$ cat src/rtl/core/scsd_pkg.sv
`timescale 1ns / 1ps

package scsd_pkg;

    // Display geometry.
    localparam int DIGIT_COUNT = 6;
    localparam int DIGIT_IDX_W = $clog2(DIGIT_COUNT);

    // Divide by ten as a multiply by a scaled reciprocal of ten and a shift.
    // It is exact for any 20-bit dividend.
    localparam int          DIV_STEPS   = 5;
    localparam logic [19:0] RECIP_TEN   = 20'hCCCCD;
    localparam int          RECIP_SHIFT = 23;
    localparam int          PROD_W      = 40;

    // Depth of the queue between converter and output sequencer.
    localparam int QUEUE_DEPTH = 2;
    localparam int QPTR_W      = $clog2(QUEUE_DEPTH);
    localparam int QCNT_W      = $clog2(QUEUE_DEPTH + 1);

    // Segment codes and grid select bytes.
    localparam logic [7:0] SEG_DASH   = 8'h02;
    localparam logic [7:0] SEG_BLANK  = 8'h00;
    localparam logic [7:0] GRID_FIRST = 8'h20;
    localparam logic [7:0] GRID_CLOSE = 8'hDF;

    // Segment patterns for hex digits 0 to f.
    localparam logic [7:0] SEG_TABLE [16] = '{
        8'hfc, 8'h60, 8'hda, 8'hf2, 8'h66, 8'hb6, 8'hbe, 8'he4,
        8'hfe, 8'hf6, 8'hfa, 8'h3e, 8'h1a, 8'h7a, 8'h9e, 8'h8e
    };

    // Request modes.
    typedef enum logic [1:0] {
        MODE_ONCE   = 2'd0,
        MODE_SCROLL = 2'd1,
        MODE_ERROR  = 2'd2,
        MODE_UNUSED = 2'd3
    } mode_t;

    // One display request.
    typedef struct packed {
        logic [1:0]  mode;
        logic [19:0] value;
    } in_item_t;

    // One grid/segment write.
    typedef struct packed {
        logic [7:0] grid_select;
        logic [7:0] segment_byte;
        logic [2:0] frame_index;
        logic       last;
    } out_item_t;

    typedef logic [DIGIT_COUNT-1:0][7:0] seg_row_t;

    // A converted request as it waits for the output sequencer.
    typedef struct packed {
        logic     scroll;
        logic     close_only;
        seg_row_t segs;
    } job_t;

    // Queue status seen by both sides.
    typedef struct packed {
        logic full;
        logic empty;
    } queue_stat_t;

endpackage

$ cat src/rtl/core/scsd_back.sv
`timescale 1ns / 1ps

module scsd_back
    import scsd_pkg::*;
(
    input  logic        clk,
    input  logic        rst_n,
    input  logic        dot_mode,
    input  queue_stat_t q_stat,
    input  job_t        pop_job,
    output logic        pop,
    output logic        out_valid,
    input  logic        out_stall,
    output out_item_t   out_data
);

    localparam logic [DIGIT_IDX_W-1:0] DIGIT_LAST = DIGIT_IDX_W'(DIGIT_COUNT - 1);
    localparam logic [2:0]             FRAME_LAST = 3'(DIGIT_COUNT - 1);

    typedef enum logic [1:0] {
        B_IDLE,
        B_RUN,
        B_CLOSE
    } bstate_t;

    // Clock format lights the dots of digits 4 and 2 by adding one.
    function automatic seg_row_t add_dots(input seg_row_t d, input logic dot);
        seg_row_t r;
        r = d;
        if (dot)
        begin
            r[4] = d[4] + 8'd1;
            r[2] = d[2] + 8'd1;
        end
        return r;
    endfunction

    bstate_t                state_reg;
    seg_row_t               d_reg;
    logic [DIGIT_IDX_W-1:0] digit_reg;
    logic [2:0]             frame_reg;
    logic                   scroll_reg;
    logic                   out_valid_reg;
    out_item_t              out_data_reg;

    logic     adv;
    seg_row_t shifted;

    // The output register takes a new write when empty or being drained.
    assign adv       = !out_valid_reg || !out_stall;
    assign pop       = (state_reg == B_IDLE) && !q_stat.empty;
    assign shifted   = {d_reg[DIGIT_COUNT-2:0], SEG_BLANK};
    assign out_valid = out_valid_reg;
    assign out_data  = out_data_reg;

    // Output sequencer: six writes per frame, then the closing write.
    always_ff @(posedge clk or negedge rst_n)
    begin
        if (!rst_n)
        begin
            state_reg     <= B_IDLE;
            out_valid_reg <= 1'b0;
            d_reg         <= '0;
            digit_reg     <= '0;
            frame_reg     <= '0;
            scroll_reg    <= 1'b0;
            out_data_reg  <= '0;
        end
        else
        begin
            unique case (state_reg)
                B_IDLE:
                begin
                    if (adv)
                        out_valid_reg <= 1'b0;
                    if (!q_stat.empty)
                    begin
                        d_reg      <= add_dots(pop_job.segs, dot_mode);
                        scroll_reg <= pop_job.scroll;
                        digit_reg  <= '0;
                        frame_reg  <= '0;
                        state_reg  <= pop_job.close_only ? B_CLOSE : B_RUN;
                    end
                end
                B_RUN:
                begin
                    if (adv)
                    begin
                        out_valid_reg             <= 1'b1;
                        out_data_reg.grid_select  <= GRID_FIRST >> digit_reg;
                        out_data_reg.segment_byte <= d_reg[digit_reg];
                        out_data_reg.frame_index  <= frame_reg;
                        out_data_reg.last         <= 1'b0;
                        if (digit_reg == DIGIT_LAST)
                        begin
                            digit_reg <= '0;
                            if (scroll_reg && (frame_reg != FRAME_LAST))
                            begin
                                frame_reg <= frame_reg + 3'd1;
                                d_reg     <= add_dots(shifted, dot_mode);
                            end
                            else
                            begin
                                state_reg <= B_CLOSE;
                            end
                        end
                        else
                        begin
                            digit_reg <= digit_reg + 1'b1;
                        end
                    end
                end
                B_CLOSE:
                begin
                    if (adv)
                    begin
                        out_valid_reg             <= 1'b1;
                        out_data_reg.grid_select  <= GRID_CLOSE;
                        out_data_reg.segment_byte <= SEG_BLANK;
                        out_data_reg.frame_index  <= '0;
                        out_data_reg.last         <= 1'b1;
                        state_reg                 <= B_IDLE;
                    end
                end
                default:
                begin
                    if (adv)
                        out_valid_reg <= 1'b0;
                    state_reg <= B_IDLE;
                end
            endcase
        end
    end

endmodule

$ cat config.mk
export PLATFORM = sky130hd
export DESIGN_NAME = scsd_back
export DESIGN_NICKNAME = d
export VERILOG_FILES = /design/src/rtl/core/scsd_pkg.sv /design/src/rtl/core/scsd_back.sv
export SDC_FILE = /design/constraint.sdc
export NUM_CORES = 1
export LEC_CHECK = 0
export ABC_AREA = 1
export BUFFER_PORTS_ARGS = -buffer_cell sky130_fd_sc_hd__buf_2
export CORE_MARGIN = 2
export CORE_UTILIZATION = 50
export CTS_CLUSTER_SIZE = 25
export DETAILED_ROUTE_END_ITERATION = 10
export GPL_TIMING_DRIVEN = 0
export PLACE_DENSITY = 0.75
export SLEW_MARGIN = 30
export SYNTH_ARGS = -nofsm -noshare
export SYNTH_HDL_FRONTEND = slang
export SYNTH_SLANG_ARGS = --single-unit
$ cat constraint.sdc
create_clock -name clk -period 1.67 [get_ports clk]
set_clock_uncertainty 0.2 [all_clocks]
set_input_delay 0.167 -clock clk [delete_from_list [all_inputs] [get_ports clk]]
set_output_delay 0.167 -clock clk [all_outputs]
set_load 0.01 [all_outputs]
==> key figures <==
Status
  • Status: finished, violations left
  • Failing checks: setup timing

Clocking
  • Root buffer cell: clkbuf_8
  • Worst-path clk slew: 0.08 ns
  • Clock buffer depth: 2
  • Clk sink count: 76
  • H-Tree Depth: 3
  • Clk Latency, worst-skew pair: 0.35 ns
  • CTS tree: built
  • Num CTS Buffers: 9

Layout
  • Nets: 790
  • Most frequent cells in the layout: 161 x nand2_1, 75 x buf_2, 73 x dfrtp_1
  • Commonest non-fill, non-tap cell in the layout: nand2_1
  • Layout filler cell count: 704
  • Area Growth Syn to Fin: 36.8%
  • Max reg flops: 48
  • Layout cell share with drive strength beyond 1: 32.2%
  • Diode count: 0
  • Fin area: 6270 um2

Placement
  • GP Congestion: 0.924
  • Placed standard-cell area: 5190 um2
  • Worst slack, placed: -0.466 ns
  • DP HPWL: 9470 um
  • I/O Buffers: 75

Routing
  • DR vias: 4,577
  • DRT Wirelength: 13,800 um
  • Initial DRC Count: 329
  • Vias per cell: 5.47
  • Drt drc: 0
  • Drt wl/cell: 16.5 um
  • DRT Pass-1 Iters: 5
  • Post-route ant nets: 0

Pwr
  • Max VDD drop: 0.985 mV
  • Total power: 13,100 uW
  • Lkg Pwr: 0.00310 uW
  • Power per cell area: 2080 nW/um2

Die
  • DIE AREA: 9950 um2
  • Die X-Extent: 99.8 um
  • Core ar.: 8810 um2
  • Cell Rows: 34
  • IO Pins: 78
  • Die height: 99.8 um
  • Starting density of the core: 52.1%

Critical path
  • Reg2reg setup slack: -0.21 ns
  • WP data arrival: 1.93 ns
  • Worst r2r dst: out_data[14]$_DFFE_PN0P_
  • R2R depth: 7
  • Startpoint types: flip-flop
  • CP Max Fanout: 7
  • Critical path required time: 1.72 ns
  • Reg-to-Reg Start: state_reg[0]$_DFFE_PN0P_
  • Crit path from: state_reg[0]$_DFFE_PN0P_
  • Worst setup EP type: flip-flop
  • Critical path class: flip-flop to flip-flop

Hold path
  • Hold worst-path end: d_reg[17]$_DFFE_PN0P_
  • Hold path start: pop_job[17]
  • Worst hold stages: 5
  • Worst hold path type: input port to flip-flop

Yosys
  • #FFs+latches synth: 76
  • Simple-gate share of the synthesized area: 26.4%
  • Synth top area cells: dfrtp_1 41%, nand2_1 16%, mux2i_1 5.2%
  • Synth top area share: 41.5%
  • Most used DFF post-synth: dfrtp_1
  • Main combinational cell family by area after synthesis: simple AND/OR/NAND/NOR gates
  • Mapped cell area: 4580 um2
  • Mux contribution to synthesized area: 5.24%
  • Yosys cell types: 35
  • Register area share after synthesis: 41.5%
  • Yosys warns: 0
  • EDFF count, synth: 0
  • Area leader, netlist: dfrtp_1
  • Gate Count Post-Synth: 586
  • Syn Area/Cell: 7.82 um2
  • Adder-Cell Fraction of Synth Area: 2.73%
  • Async S/R FF share, synth: 100%
  • Post-synthesis compound-gate area fraction: 14.9%
  • XOR/XNOR share of the synthesized area: 0.764%
  • Syn nets: 652

STA
  • Worst-margin pin slew: 0.563 ns
  • Hold Fails Final Rpt: 0
  • Fin. max-slew vios: 0
  • RSZ-0062 raised after global routing: true
  • Max Clock Freq: 532 MHz
  • Finish-stage setup viols: 73
  • Final period util: 113%
  • Hold_ws: 0.0642 ns
  • Final min period: 1.88 ns
  • Total negative slack: -11.01 ns
  • Final Worst Setup Slack: -0.209 ns
  • Slew HR: 62.5%

Global route
  • Vias in the first global route: 4,439
  • First-pass GRT wire length: 21,800 um
  • Total track usage: 28.1%
  • Initial antenna violation count: 0
  • Largest net degree at the start of global routing: 44
  • GR Overflow Total: 0

Job
  • Max-Cap Viols: 0
==> layout make-up <==
class | count | area (um2) | share of cell area, %
buffer | 23 | 280 | 4.47
clock buffer | 11 | 131 | 2.10
clock inverter | 5 | 61.3 | 0.978
multi-input combinational | 431 | 2570 | 40.9
sequential | 76 | 1910 | 30.4
tap | 108 | 135 | 2.16
inverter | 55 | 223 | 3.55
timing repair buffer | 128 | 966 | 15.4
==> synth_stat cells (7+ instances only) <==
cell type / instances
a21oi_1: 10
a22oi_1: 8
buf_2: 7
buf_6: 8
dfrtp_1: 76
ha_1: 10
inv_1: 51
mux2i_1: 24
nand2_1: 192
nand2_2: 17
nand3_1: 38
nor2_1: 25
o21ai_0: 39
o21ai_1: 9
o21ai_2: 24
o22ai_1: 8
==> through the flow <==
step | instances | utilization (%)
final | 837 | 71.2
after global routing | 837 | 71.2
after CTS | 832 | 68.1
after detailed placement | 770 | 59.0
after global placement | 769 | 58.7
after floorplan | 586 | -
==> worst max-delay path, cell delays in order (launching register included) <==
cell	delay, ns
dfrtp_1	0.43
ha_4	0.24
buf_4	0.15
o21ai_4	0.17
nand2_4	0.10
nor2_4	0.22
inv_2	0.10
o22a_1	0.16
==> where the power goes <==
group	leakage (uW)	total (uW)	internal, uW	switching (uW)
registers	0.000946	3590	2730	859
clock network	0.0000862	1430	697	734
logic	0.00207	8030	3610	4430
==> worst max-delay path by stage <==
stage | end | cells after the start
6_report | out_data[14]$_DFFE_PN0P_ | 7
5_1_grt | out_data[14]$_DFFE_PN0P_ | 8
3_5_place_dp | d_reg[36]$_DFFE_PN0P_ | 8
4_1_cts | d_reg[9]$_DFFE_PN0P_ | 9
2_1_floorplan | d_reg[10]$_DFFE_PN0P_ | 10
3_3_place_gp | d_reg[36]$_DFFE_PN0P_ | 8
==> cells by family after synthesis <==
kind of cell / after synthesis
adder cells (fa/ha/maj): 10
flip-flops: 76
AND/OR/NAND/NOR: 286
multiplexers: 24
buffers and inverters: 79
AO/OA/AOI/OAI: 107
XOR/XNOR: 4
==> repair_timing <==
action / CTS / global route
pin swaps: 5 / 13
endpoints found under the hold margin: 78 / 0
setup buffers: 8 / 3
gates cloned: 2 / 2
setup endpoints to repair: 75 / 75
hold buffers: 37 / 0
resized for setup: 56 / 61
==> layer usage <==
layer  GRT usage, %  vias to the layer above  wire length [um]
li1               -                     2197                 -
met1           37.1                     2169              5880
met2           47.8                      176              6770
met3           3.37                       35               715
met4           10.2                        0               401
met5              0                        -                 0
Power figures use the tool's default switching activity.
