<file path="src/rtl/core/scsd_pkg.sv">
`timescale 1ns / 1ps

package scsd_pkg;

    // Display geometry.
    localparam int DIGIT_COUNT = 6;
    localparam int DIGIT_IDX_W = $clog2(DIGIT_COUNT);

    // Divide by ten as a multiply by a scaled reciprocal of ten and a shift.
    // It is exact for any 20-bit dividend.
    localparam int          DIV_STEPS   = 5;
    localparam logic [19:0] RECIP_TEN   = 20'hCCCCD;
    localparam int          RECIP_SHIFT = 23;
    localparam int          PROD_W      = 40;

    // Depth of the queue between converter and output sequencer.
    localparam int QUEUE_DEPTH = 2;
    localparam int QPTR_W      = $clog2(QUEUE_DEPTH);
    localparam int QCNT_W      = $clog2(QUEUE_DEPTH + 1);

    // Segment codes and grid select bytes.
    localparam logic [7:0] SEG_DASH   = 8'h02;
    localparam logic [7:0] SEG_BLANK  = 8'h00;
    localparam logic [7:0] GRID_FIRST = 8'h20;
    localparam logic [7:0] GRID_CLOSE = 8'hDF;

    // Segment patterns for hex digits 0 to f.
    localparam logic [7:0] SEG_TABLE [16] = '{
        8'hfc, 8'h60, 8'hda, 8'hf2, 8'h66, 8'hb6, 8'hbe, 8'he4,
        8'hfe, 8'hf6, 8'hfa, 8'h3e, 8'h1a, 8'h7a, 8'h9e, 8'h8e
    };

    // Request modes.
    typedef enum logic [1:0] {
        MODE_ONCE   = 2'd0,
        MODE_SCROLL = 2'd1,
        MODE_ERROR  = 2'd2,
        MODE_UNUSED = 2'd3
    } mode_t;

    // One display request.
    typedef struct packed {
        logic [1:0]  mode;
        logic [19:0] value;
    } in_item_t;

    // One grid/segment write.
    typedef struct packed {
        logic [7:0] grid_select;
        logic [7:0] segment_byte;
        logic [2:0] frame_index;
        logic       last;
    } out_item_t;

    typedef logic [DIGIT_COUNT-1:0][7:0] seg_row_t;

    // A converted request as it waits for the output sequencer.
    typedef struct packed {
        logic     scroll;
        logic     close_only;
        seg_row_t segs;
    } job_t;

    // Queue status seen by both sides.
    typedef struct packed {
        logic full;
        logic empty;
    } queue_stat_t;

endpackage

</file>
<file path="src/rtl/core/scsd_queue.sv">
`timescale 1ns / 1ps

module scsd_queue
    import scsd_pkg::*;
(
    input  logic        clk,
    input  logic        rst_n,
    input  logic        push,
    input  job_t        push_job,
    input  logic        pop,
    output job_t        pop_job,
    output queue_stat_t q_stat
);

    job_t              mem_reg [QUEUE_DEPTH];
    logic [QPTR_W-1:0] wr_ptr_reg, wr_ptr_next;
    logic [QPTR_W-1:0] rd_ptr_reg, rd_ptr_next;
    logic [QCNT_W-1:0] count_reg, count_next;

    assign q_stat.full  = (count_reg == QCNT_W'(QUEUE_DEPTH));
    assign q_stat.empty = (count_reg == '0);
    assign pop_job      = mem_reg[rd_ptr_reg];

    // Pointer and fill bookkeeping.
    always_comb
    begin
        wr_ptr_next = wr_ptr_reg;
        rd_ptr_next = rd_ptr_reg;
        count_next  = count_reg;
        if (push)
            wr_ptr_next = (wr_ptr_reg == QPTR_W'(QUEUE_DEPTH - 1)) ? '0 : wr_ptr_reg + 1'b1;
        if (pop)
            rd_ptr_next = (rd_ptr_reg == QPTR_W'(QUEUE_DEPTH - 1)) ? '0 : rd_ptr_reg + 1'b1;
        if (push && !pop)
            count_next = count_reg + 1'b1;
        else if (pop && !push)
            count_next = count_reg - 1'b1;
    end

    always_ff @(posedge clk or negedge rst_n)
    begin
        if (!rst_n)
        begin
            wr_ptr_reg <= '0;
            rd_ptr_reg <= '0;
            count_reg  <= '0;
        end
        else
        begin
            wr_ptr_reg <= wr_ptr_next;
            rd_ptr_reg <= rd_ptr_next;
            count_reg  <= count_next;
        end
    end

    // Entry storage.
    always_ff @(posedge clk)
    begin
        if (push)
            mem_reg[wr_ptr_reg] <= push_job;
    end

endmodule

</file>
<file path="config.mk">
export PLATFORM = sky130hd
export DESIGN_NAME = scsd_queue
export DESIGN_NICKNAME = d
export VERILOG_FILES = /design/src/rtl/core/scsd_pkg.sv /design/src/rtl/core/scsd_queue.sv
export SDC_FILE = /design/constraint.sdc
export NUM_CORES = 1
export LEC_CHECK = 0
export ABC_AREA = 1
export BUFFER_PORTS_ARGS = -buffer_cell sky130_fd_sc_hd__buf_2
export CORE_ASPECT_RATIO = 1.1
export CORE_MARGIN = 2
export CORE_UTILIZATION = 30
export CTS_CLUSTER_SIZE = 20
export DETAILED_ROUTE_END_ITERATION = 7
export SLEW_MARGIN = 20
export SYNTH_ARGS = -nofsm -noshare
export SYNTH_HDL_FRONTEND = slang
export SYNTH_SLANG_ARGS = --single-unit
</file>
<file path="constraint.sdc">
create_clock -name clk -period 3 [get_ports clk]
set_input_delay 0.45 -clock clk [delete_from_list [all_inputs] [get_ports clk]]
set_output_delay 0.45 -clock clk [all_outputs]
set_load 0.05 [all_outputs]
</file>
==> results of run 1 <==
-- layout by cell type, fill, tap and decap left out --
master,instances
nand2_1,5
dlygate4sd3_1,1
inv_1,6
dfrtp_4,1
clkinv_2,1
buf_2,105
edfxtp_1,100
nor2_1,2
clkbuf_16,9
diode_2,1
buf_12,1
clkinv_1,4
nor2_4,1
mux2_4,49
bufinv_16,1
ha_1,1
inv_2,1
dfrtp_1,3
buf_4,2
xnor2_1,1
nand3_1,1
xor2_1,2
mux2_2,1
nand4_1,1
clkbuf_1,1
-- routing by layer --
metal,up-vias,track usage (%),routed length [um]
li1,924,-,-
met1,928,10.5,2730
met5,-,0,12
met3,13,5.20,553
met4,2,4.89,153
met2,68,15.8,3290
-- metrics by stage --
step	setup slack, ns	util, %	instances
2_1_floorplan	0.812	-	181
3_3_place_gp	0.821	35.8	444
3_5_place_dp	0.793	35.8	444
4_1_cts	0.402	38.0	461
5_1_grt	0.358	38.0	461
6_report	0.463	38.0	462
-- logic make-up (layout without fill, tap and decap cells) --
logic type,after synthesis,after routing
AND/OR/NAND/NOR,10,10
XOR/XNOR,3,3
buffers and inverters,13,132
multiplexers,50,50
adder cells (fa/ha/maj),1,1
flip-flops,104,104
other,0,1
-- final timing paths --
check | end | cells past startpoint | start | slack [ns]
max in group asynchronous | rd_ptr_reg$_DFFE_PN0P_ | 2 | rst_n | 2.41
worst max-delay path | pop_job[29] | 2 | rd_ptr_reg$_DFFE_PN0P_ | 0.46
worst max register to register | mem_reg[0][30]$_DFFE_PP_ | 2 | wr_ptr_reg$_DFFE_PN0P_ | 1.39
worst min register to register | count_reg[1]$_DFFE_PN0P_ | 2 | count_reg[1]$_DFFE_PN0P_ | 0.52
worst min-delay path | rd_ptr_reg$_DFFE_PN0P_ | 2 | pop | 0.29
min in group asynchronous | rd_ptr_reg$_DFFE_PN0P_ | 2 | rst_n | 0.44
-- worst reg2reg max path: cells and delay by family (launching register included) --
family,cells,cell delay (ns)
and+or+nand+nor,1,0.55
DFF,1,0.43
buffers and inverters,1,0.30
-- power by group --
part	internal [mW]	switching (mW)	leakage (nW)	total [mW]
clock	0.634	0.474	0.136	1.11
combinational	0.768	1.43	0.921	2.20
sequential	1.93	0.273	0.985	2.20
-- cell type report --
type / count / area, um2 / share of cell area, %
Antenna cell: 1 / 2.50 / 0.0498
Clock buffer: 10 / 229 / 4.56
Clock inverter: 6 / 50.0 / 0.997
Inverter: 7 / 26.3 / 0.523
Multi-Input combinational cell: 64 / 835 / 16.6
Sequential cell: 104 / 3110 / 61.9
Tap cell: 161 / 201 / 4.01
Timing Repair Buffer: 109 / 571 / 11.4
==> impl_metrics.py, run 1 <==
metrics = {
    "route": {
        "num_vias": 1935,
        "postRouteAntennaNets": 0,
        "drcViolationCount": 0,
        "drt_pre_antenna_iters": 4,
        "routed_wl_mm": 6.74,
        "drt_iter0_drc": 84,
        "vias_per_cell": 4.19,
        "wl_per_cell_um": 14.6,
    },
    "synth": {
        "synthTopCellsByArea": "edfxtp_1 (74%), mux2_4 (18%), buf_12 (2.5%)",
        "syn-mean-instance-area_um2": 22.5,
        "synth_mux_area_share_pct": 18.4,
        "yosys.area.top_type": "edfxtp_1",
        "synth_top_area_share_pct": 73.8,
        "synth_ff_type": "edfxtp_1",
        "ys_warn_count": 0,
        "synth_compound_area_share_pct": 0,
        "synth_fa_ha_area_share_pct": 0.308,
        "synth_area_um2": 4070,
        "netlist_instances": 181,
        "yosysMostFrequentCell": "edfxtp_1",
        "yosys.area_share.simple_pct": 1.02,
        "synth_top_family_by_area": "multiplexers",
        "synth_common_cells": "edfxtp_1 (100), mux2_4 (49), inv_1 (7)",
        "synthDistinctLibCells": 14,
        "ys_ff_latch": 104,
        "yosysSeqAreaShare_pct": 76.3,
        "async_reset_ff_share_pct": 3.85,
        "synth_edf_count": 100,
        "synth_xor_area_share_pct": 0.646,
        "syn_nets": 236,
    },
    "pwr": {
        "ir_drop_v": 0.000710,
        "power_density_nw_per_um2": 1100,
        "power_mw": 5.51,
        "leakage_nw": 2.04,
    },
    "run_status": {
        "status": "complete, no violations",
    },
    "sta": {
        "rsz0062_at_grt": "no",
        "slew_headroom_pct": 34.2,
        "clock-skew-final_ns": 0.00799,
        "worstMarginPinSlew_ns": 0.987,
        "maxSlewViolCount": 0,
        "timing.fmax_mhz": 394,
        "hold_viol_final": 0,
        "fin_crit_ns": 2.54,
        "whs_ns": 0.287,
        "fin_tns_setup_ns": 0,
        "fin_crit_sh_pct": 84.6,
        "setup_violations": 0,
    },
    "placed_design": {
        "gp_congestion": 0.600,
        "placed_area_um2": 4730,
        "dp_hpwl_mm": 4.41,
        "port_buffers": 105,
    },
    "clock_tree": {
        "cts.sinks": 104,
        "clkLatencyLatePin_ns": 0.35,
        "holdBufCountCts": 1,
        "cts_max_level": 3,
        "cts.repair.resized": 0,
        "cts_tree": "yes",
        "cts-root-buf": "clkbuf_16",
        "clk_pin_slew_worst_paths_ns": 0.07,
        "clock_path_buffers": 2,
        "postCtsSetupBuffers": 0,
        "numCtsBuffers": 9,
    },
    "die": {
        "fp.dieH_um": 126,
        "start_util_pct": 30.8,
        "row_count": 44,
        "die_w_um": 115,
        "core-area_um2": 13200,
        "fp.dieArea_um2": 14500,
        "pin_count": 106,
    },
    "grt": {
        "antenna_found_initial": 2,
        "grt_pass1_vias": 2106,
        "grt_max_degree": 52,
        "grt_usage_pct": 9.85,
        "grt_pass1_wl_mm": 10.4,
        "grt_overflow": 0,
    },
    "worst_setup_path": {
        "path_cells": "mux2_2 -> buf_2",
        "arrival_ns": 2.09,
        "end_kind": "output pin",
        "path_delay_family": "flip-flops",
        "critPathRequiredTime_ns": 2.55,
        "start_kind": "register",
        "slowest_stage": "dfrtp_4",
        "cpPeakStageDelay_ns": 1.09,
        "cp_num_buf_inv": 1,
        "crit_type": "register to output pin",
        "cp_max_fo": 51,
    },
    "worst_hold_path": {
        "hold_path.class": "input port to register",
    },
    "layout": {
        "fillers": 1232,
        "syn_to_final_growth_pct": 23.4,
        "drive_above_1_share_pct": 57.3,
        "nNetsFinal": 350,
        "stdcell_area_um2": 5020,
        "largest_register_ffs": 100,
    },
    "run": {
        "maxCapViolations": 0,
    },
}
No activity file was read; power rests on OpenSTA's default activity.
==> inputs of run 2 (changes only) <==
Clock period 3 ns to 2.5 ns, I/O delays scaled along.
==> run 2 against run 1 <==
Compared with the run above:
- count of clock-buffer cells in the layout fell by 1
- global-route usage rose by 0.28 points
- wire length rose by 5.4%
- clock power rose by 32%
- worst hold slack got worse by 0.064 ns
- sequential share of layout area fell by 1.2 points
- cell count rose by 0.87%
- critical path type unchanged
- first-iteration DRC count fell by 26%
==> impl_metrics.py, run 2 (synthesized netlist as in run 1, its figures left out) <==
metrics = {
    "route": {
        "num_vias": 1971,
        "wl_per_cell_um": 15.2,
        "vias_per_cell": 4.23,
        "routed_wl_mm": 7.10,
        "drt_pre_antenna_iters": 4,
        "drt_iter0_drc": 62,
        "drcViolationCount": 0,
        "postRouteAntennaNets": 0,
    },
    "die": {
        "row_count": 44,
        "start_util_pct": 30.8,
        "core-area_um2": 13200,
        "fp.dieH_um": 126,
        "pin_count": 106,
        "die_w_um": 115,
        "fp.dieArea_um2": 14500,
    },
    "sta": {
        "fin_crit_sh_pct": 85.4,
        "hold_viol_final": 0,
        "finalWorstSetupSlack_ns": 0.365,
        "rsz0062_at_grt": "no",
        "whs_ns": 0.223,
        "slew_headroom_pct": 63.6,
        "timing.fmax_mhz": 468,
        "setup_violations": 0,
        "fin_crit_ns": 2.14,
        "worstMarginPinSlew_ns": 0.545,
        "maxSlewViolCount": 0,
        "clock-skew-final_ns": 0.00516,
        "fin_tns_setup_ns": 0,
    },
    "worst_setup_path": {
        "slowest_stage": "dfrtp_4",
        "arrival_ns": 1.76,
        "start_kind": "register",
        "path_cells": "buf_4 -> mux2_4 -> buf_2",
        "crit_type": "register to output pin",
        "end_kind": "output pin",
        "cpPeakStageDelay_ns": 0.62,
        "critPathRequiredTime_ns": 2.12,
        "cp_max_fo": 16,
    },
    "run_status": {
        "status": "complete, no violations",
    },
    "layout": {
        "layout_commonest_cell": "buf_2",
        "seq_area_um2": 3110,
        "stdcell_area_um2": 5120,
        "fillers": 1260,
        "nNetsFinal": 354,
        "largest_register_ffs": 100,
        "final_cell_count_no_fill": 466,
        "drive_above_1_share_pct": 58.6,
        "syn_to_final_growth_pct": 25.9,
        "final_util_pct": 38.8,
        "multi_input_area_um2": 835,
        "layout_common_cells": "buf_2 (105), edfxtp_1 (100), mux2_4 (49)",
    },
    "clock_tree": {
        "cts.sinks": 104,
        "cts-root-buf": "clkbuf_16",
        "clk_pin_slew_worst_paths_ns": 0.07,
        "cts_tree": "yes",
        "clkLatencyLatePin_ns": 0.34,
        "clock_path_buffers": 2,
        "cts.repair.resized": 0,
        "cts_max_level": 3,
        "postCtsSetupBuffers": 0,
        "numCtsBuffers": 9,
        "holdBufCountCts": 1,
    },
    "pwr": {
        "power_density_nw_per_um2": 1340,
        "leakage_nw": 2.08,
        "power_mw": 6.84,
        "ir_drop_v": 0.000545,
    },
    "placed_design": {
        "placed_area_um2": 4800,
        "gp_congestion": 0.654,
        "dp.cells": 448,
        "pre_cts_ws_ns": 0.709,
        "dp_hpwl_mm": 4.78,
        "port_buffers": 105,
    },
    "grt": {
        "antenna_found_initial": 2,
        "grt_pass1_vias": 2046,
        "grt_overflow": 0,
        "grt_pass1_wl_mm": 10.7,
        "grt_usage_pct": 10.1,
        "grt_max_degree": 32,
    },
    "worst_hold_path": {
        "hold_path.class": "input port to register",
    },
    "run": {
        "maxCapViolations": 0,
    },
}
-- run 2: layout make-up --
type / instances / area share (%)
sequential: 104 / 60.7
multi-input combinational: 64 / 16.3
timing repair buffer: 113 / 12.5
clock buffer: 9 / 4.40
tap: 161 / 3.93
clock inverter: 7 / 1.69
inverter: 7 / 0.513
antenna: 1 / 0.0489
-- run 2: critical path, delay by kind of cell (launching register included) --
family	cells	cell delay, ns
DFF	1	0.62
muxes	1	0.31
buffers and inverters	2	0.48
-- run 2: report_power, final --
group | internal [mW] | switching (mW) | total, mW | leakage (nW)
combinational | 0.978 | 1.91 | 2.89 | 0.952
sequential | 2.32 | 0.172 | 2.49 | 0.985
clock | 0.867 | 0.592 | 1.46 | 0.144
-- run 2: layer usage --
layer	share of wire, %	wire length [um]	up-vias	track usage (%)
met3	6.8	482	12	3.56
met4	2.0	144	2	5.74
met1	41	2920	962	11.5
met5	0.17	12	-	0
met2	50	3540	64	16.4
li1	-	-	931	-
-- run 2: final timing paths --
check / endpoint / from / slack (ns) / cells after the start
max in group asynchronous: rd_ptr_reg$_DFFE_PN0P_ / rst_n / 1.98 / 2
worst max register to register: mem_reg[1][44]$_DFFE_PP_ / wr_ptr_reg$_DFFE_PN0P_ / 1.02 / 3
worst min register to register: wr_ptr_reg$_DFFE_PN0P_ / wr_ptr_reg$_DFFE_PN0P_ / 0.54 / 1
worst max-delay path: pop_job[48] / rd_ptr_reg$_DFFE_PN0P_ / 0.36 / 3
worst min-delay path: mem_reg[1][9]$_DFFE_PP_ / push_job[9] / 0.22 / 1
min in group asynchronous: wr_ptr_reg$_DFFE_PN0P_ / rst_n / 0.38 / 2
==> inputs of run 3 (changes only) <==
Settings changed: CORE_ASPECT_RATIO 1.1 to not set.
==> run 3 against run 2 <==
Compared with the run above:
- count of clock-buffer cells in the layout increased by 2
- die area about the same
- total power down 2.6%
- worst setup slack lost 0.11 ns
- global-route usage fell by 0.069 points
- critical path depth stayed put
- clock power is 9% lower
- first-iteration DRC count up 8.1%
- flip-flop and latch count unchanged
- wire length fell by 3.4%
- core utilization is 0.35 points lower
- clock skew down 0.0021 ns
- critical path type unchanged
- highest routed layer is now met4
==> impl_metrics.py, run 3 (synthesized netlist as in run 1, its figures left out) <==
metrics = {
    "clock_tree": {
        "clkLatencyLatePin_ns": 0.34,
        "postCtsSetupBuffers": 0,
        "clk_pin_slew_worst_paths_ns": 0.06,
        "cts_max_level": 3,
        "cts-root-buf": "clkbuf_16",
        "cts_tree": "yes",
        "numCtsBuffers": 9,
        "clock_path_buffers": 2,
        "cts.sinks": 104,
    },
    "sta": {
        "rsz0062_at_grt": "no",
        "fin_tns_setup_ns": 0,
        "fin_crit_ns": 2.25,
        "slew_headroom_pct": 57.8,
        "timing.fmax_mhz": 445,
        "maxSlewViolCount": 0,
        "fin_crit_sh_pct": 89.9,
        "worstMarginPinSlew_ns": 0.632,
        "clock-skew-final_ns": 0.00311,
        "setup_violations": 0,
        "hold_viol_final": 0,
    },
    "worst_hold_path": {
        "hold_path.class": "input port to register",
    },
    "worst_setup_path": {
        "r2r_start": "wr_ptr_reg$_DFFE_PN0P_",
        "path_cells": "buf_4 -> mux2_4 -> buf_2",
        "cp-startpoint": "rd_ptr_reg$_DFFE_PN0P_",
        "cp.depth": 3,
        "path_delay_family": "flip-flops",
        "start_kind": "register",
        "critPathRequiredTime_ns": 2.12,
        "rr_endpoint": "mem_reg[1][16]$_DFFE_PP_",
        "cp_num_buf_inv": 2,
        "reg2reg_slack_ns": 0.97,
        "arrival_ns": 1.87,
        "critPathCapture": "pop_job[7]",
        "cp_max_fo": 20,
        "end_kind": "output pin",
        "crit_type": "register to output pin",
        "rr_worst_depth": 3,
        "slowest_stage": "dfrtp_4",
        "cpPeakStageDelay_ns": 0.66,
    },
    "layout": {
        "nNetsFinal": 353,
        "drive_above_1_share_pct": 58.1,
        "layout_commonest_cell": "buf_2",
        "layout_common_cells": "buf_2 (105), edfxtp_1 (100), mux2_4 (49)",
        "antennaDiodeCount": 0,
        "largest_register_ffs": 100,
        "syn_to_final_growth_pct": 25.0,
    },
    "route": {
        "drcViolationCount": 0,
        "postRouteAntennaNets": 0,
        "drt_iter0_drc": 67,
        "wl_per_cell_um": 14.3,
        "routed_wl_mm": 6.86,
        "num_vias": 1955,
        "drt_pre_antenna_iters": 3,
        "vias_per_cell": 4.08,
    },
    "die": {
        "core-area_um2": 13200,
        "pin_count": 106,
        "die_w_um": 120,
        "fp.dieH_um": 120,
        "fp.dieArea_um2": 14500,
        "row_count": 42,
        "start_util_pct": 30.7,
    },
    "run_status": {
        "status": "complete, no violations",
    },
    "pwr": {
        "power_mw": 6.66,
        "ir_drop_v": 0.000479,
        "leakage_nw": 2.07,
        "power_density_nw_per_um2": 1310,
    },
    "placed_design": {
        "port_buffers": 105,
        "gp_congestion": 0.628,
        "dp_hpwl_mm": 4.66,
    },
    "grt": {
        "grt_max_degree": 40,
        "grt_pass1_wl_mm": 10.6,
        "antenna_found_initial": 0,
        "grt_usage_pct": 10.1,
        "grt_overflow": 0,
        "grt_pass1_vias": 2101,
    },
    "run": {
        "maxCapViolations": 0,
    },
}
-- run 3: where the power goes --
group / leakage, nW / internal [mW] / switching [mW]
Sequential: 0.985 / 2.32 / 0.183
Clock: 0.138 / 0.766 / 0.564
Combinational: 0.944 / 0.953 / 1.88
Total: 2.07 / 4.04 / 2.62
-- run 3: final cells by class --
| type | count | area [um2] |
|---|---|---|
| Inverter | 7 | 26.3 |
| Clock inverter | 5 | 47.5 |
| Sequential cell | 104 | 3110 |
| Multi-Input combinational cell | 64 | 835 |
| Clock buffer | 11 | 233 |
| Timing Repair Buffer | 112 | 618 |
| Tap cell | 176 | 220 |
| Fill cell | 1279 | 8160 |
-- run 3: metrics by stage --
stage          area, um2  hold slack, ns  utilization (%)  setup slack (ns)  cells
2_1_floorplan       4070          0.0794                -             0.361    181
3_3_place_gp        4800           0.187             36.2             0.581    462
3_5_place_dp        4800           0.192             36.2             0.586    462
4_1_cts             5090           0.195             38.4             0.202    479
5_1_grt             5090           0.196             38.4             0.150    479
6_report            5090           0.215             38.4             0.254    479
-- run 3: layer usage --
layer  vias to the layer above  global-route usage [%]  share of wire [%]
met4                         0                    5.89                2.6
met3                        13                    3.92                6.9
li1                        928                       -                  -
met2                        68                    15.6                 47
met1                       946                    11.9                 44
met5                         -                       0                  0
-- run 3: worst min path at each step --
stage               depth (start not counted)                       end  slack (ns)          from
floorplan                                   0  count_reg[0]$_DFFE_PN0P_        0.08         rst_n
global placement                            1  count_reg[1]$_DFFE_PN0P_        0.19         rst_n
detailed placement                          1  count_reg[1]$_DFFE_PN0P_        0.19         rst_n
CTS                                         1  mem_reg[1][20]$_DFFE_PP_        0.19  push_job[20]
global route                                1  mem_reg[0][25]$_DFFE_PP_        0.20  push_job[25]
finish                                      1  mem_reg[0][23]$_DFFE_PP_        0.22  push_job[23]
-- run 3: worst register-to-register path, stage by stage (launching register included) --
cell	delay, ns
dfrtp_1	0.42
nand2_1	0.08
inv_2	0.47
buf_4	0.27
-- run 3: what timing repair did --
| item | CTS | global route |
|---|---|---|
| gates resized for setup | 0 | 0 |
| hold buffers | 1 | 0 |
| hold endpoints to repair | 4 | 0 |
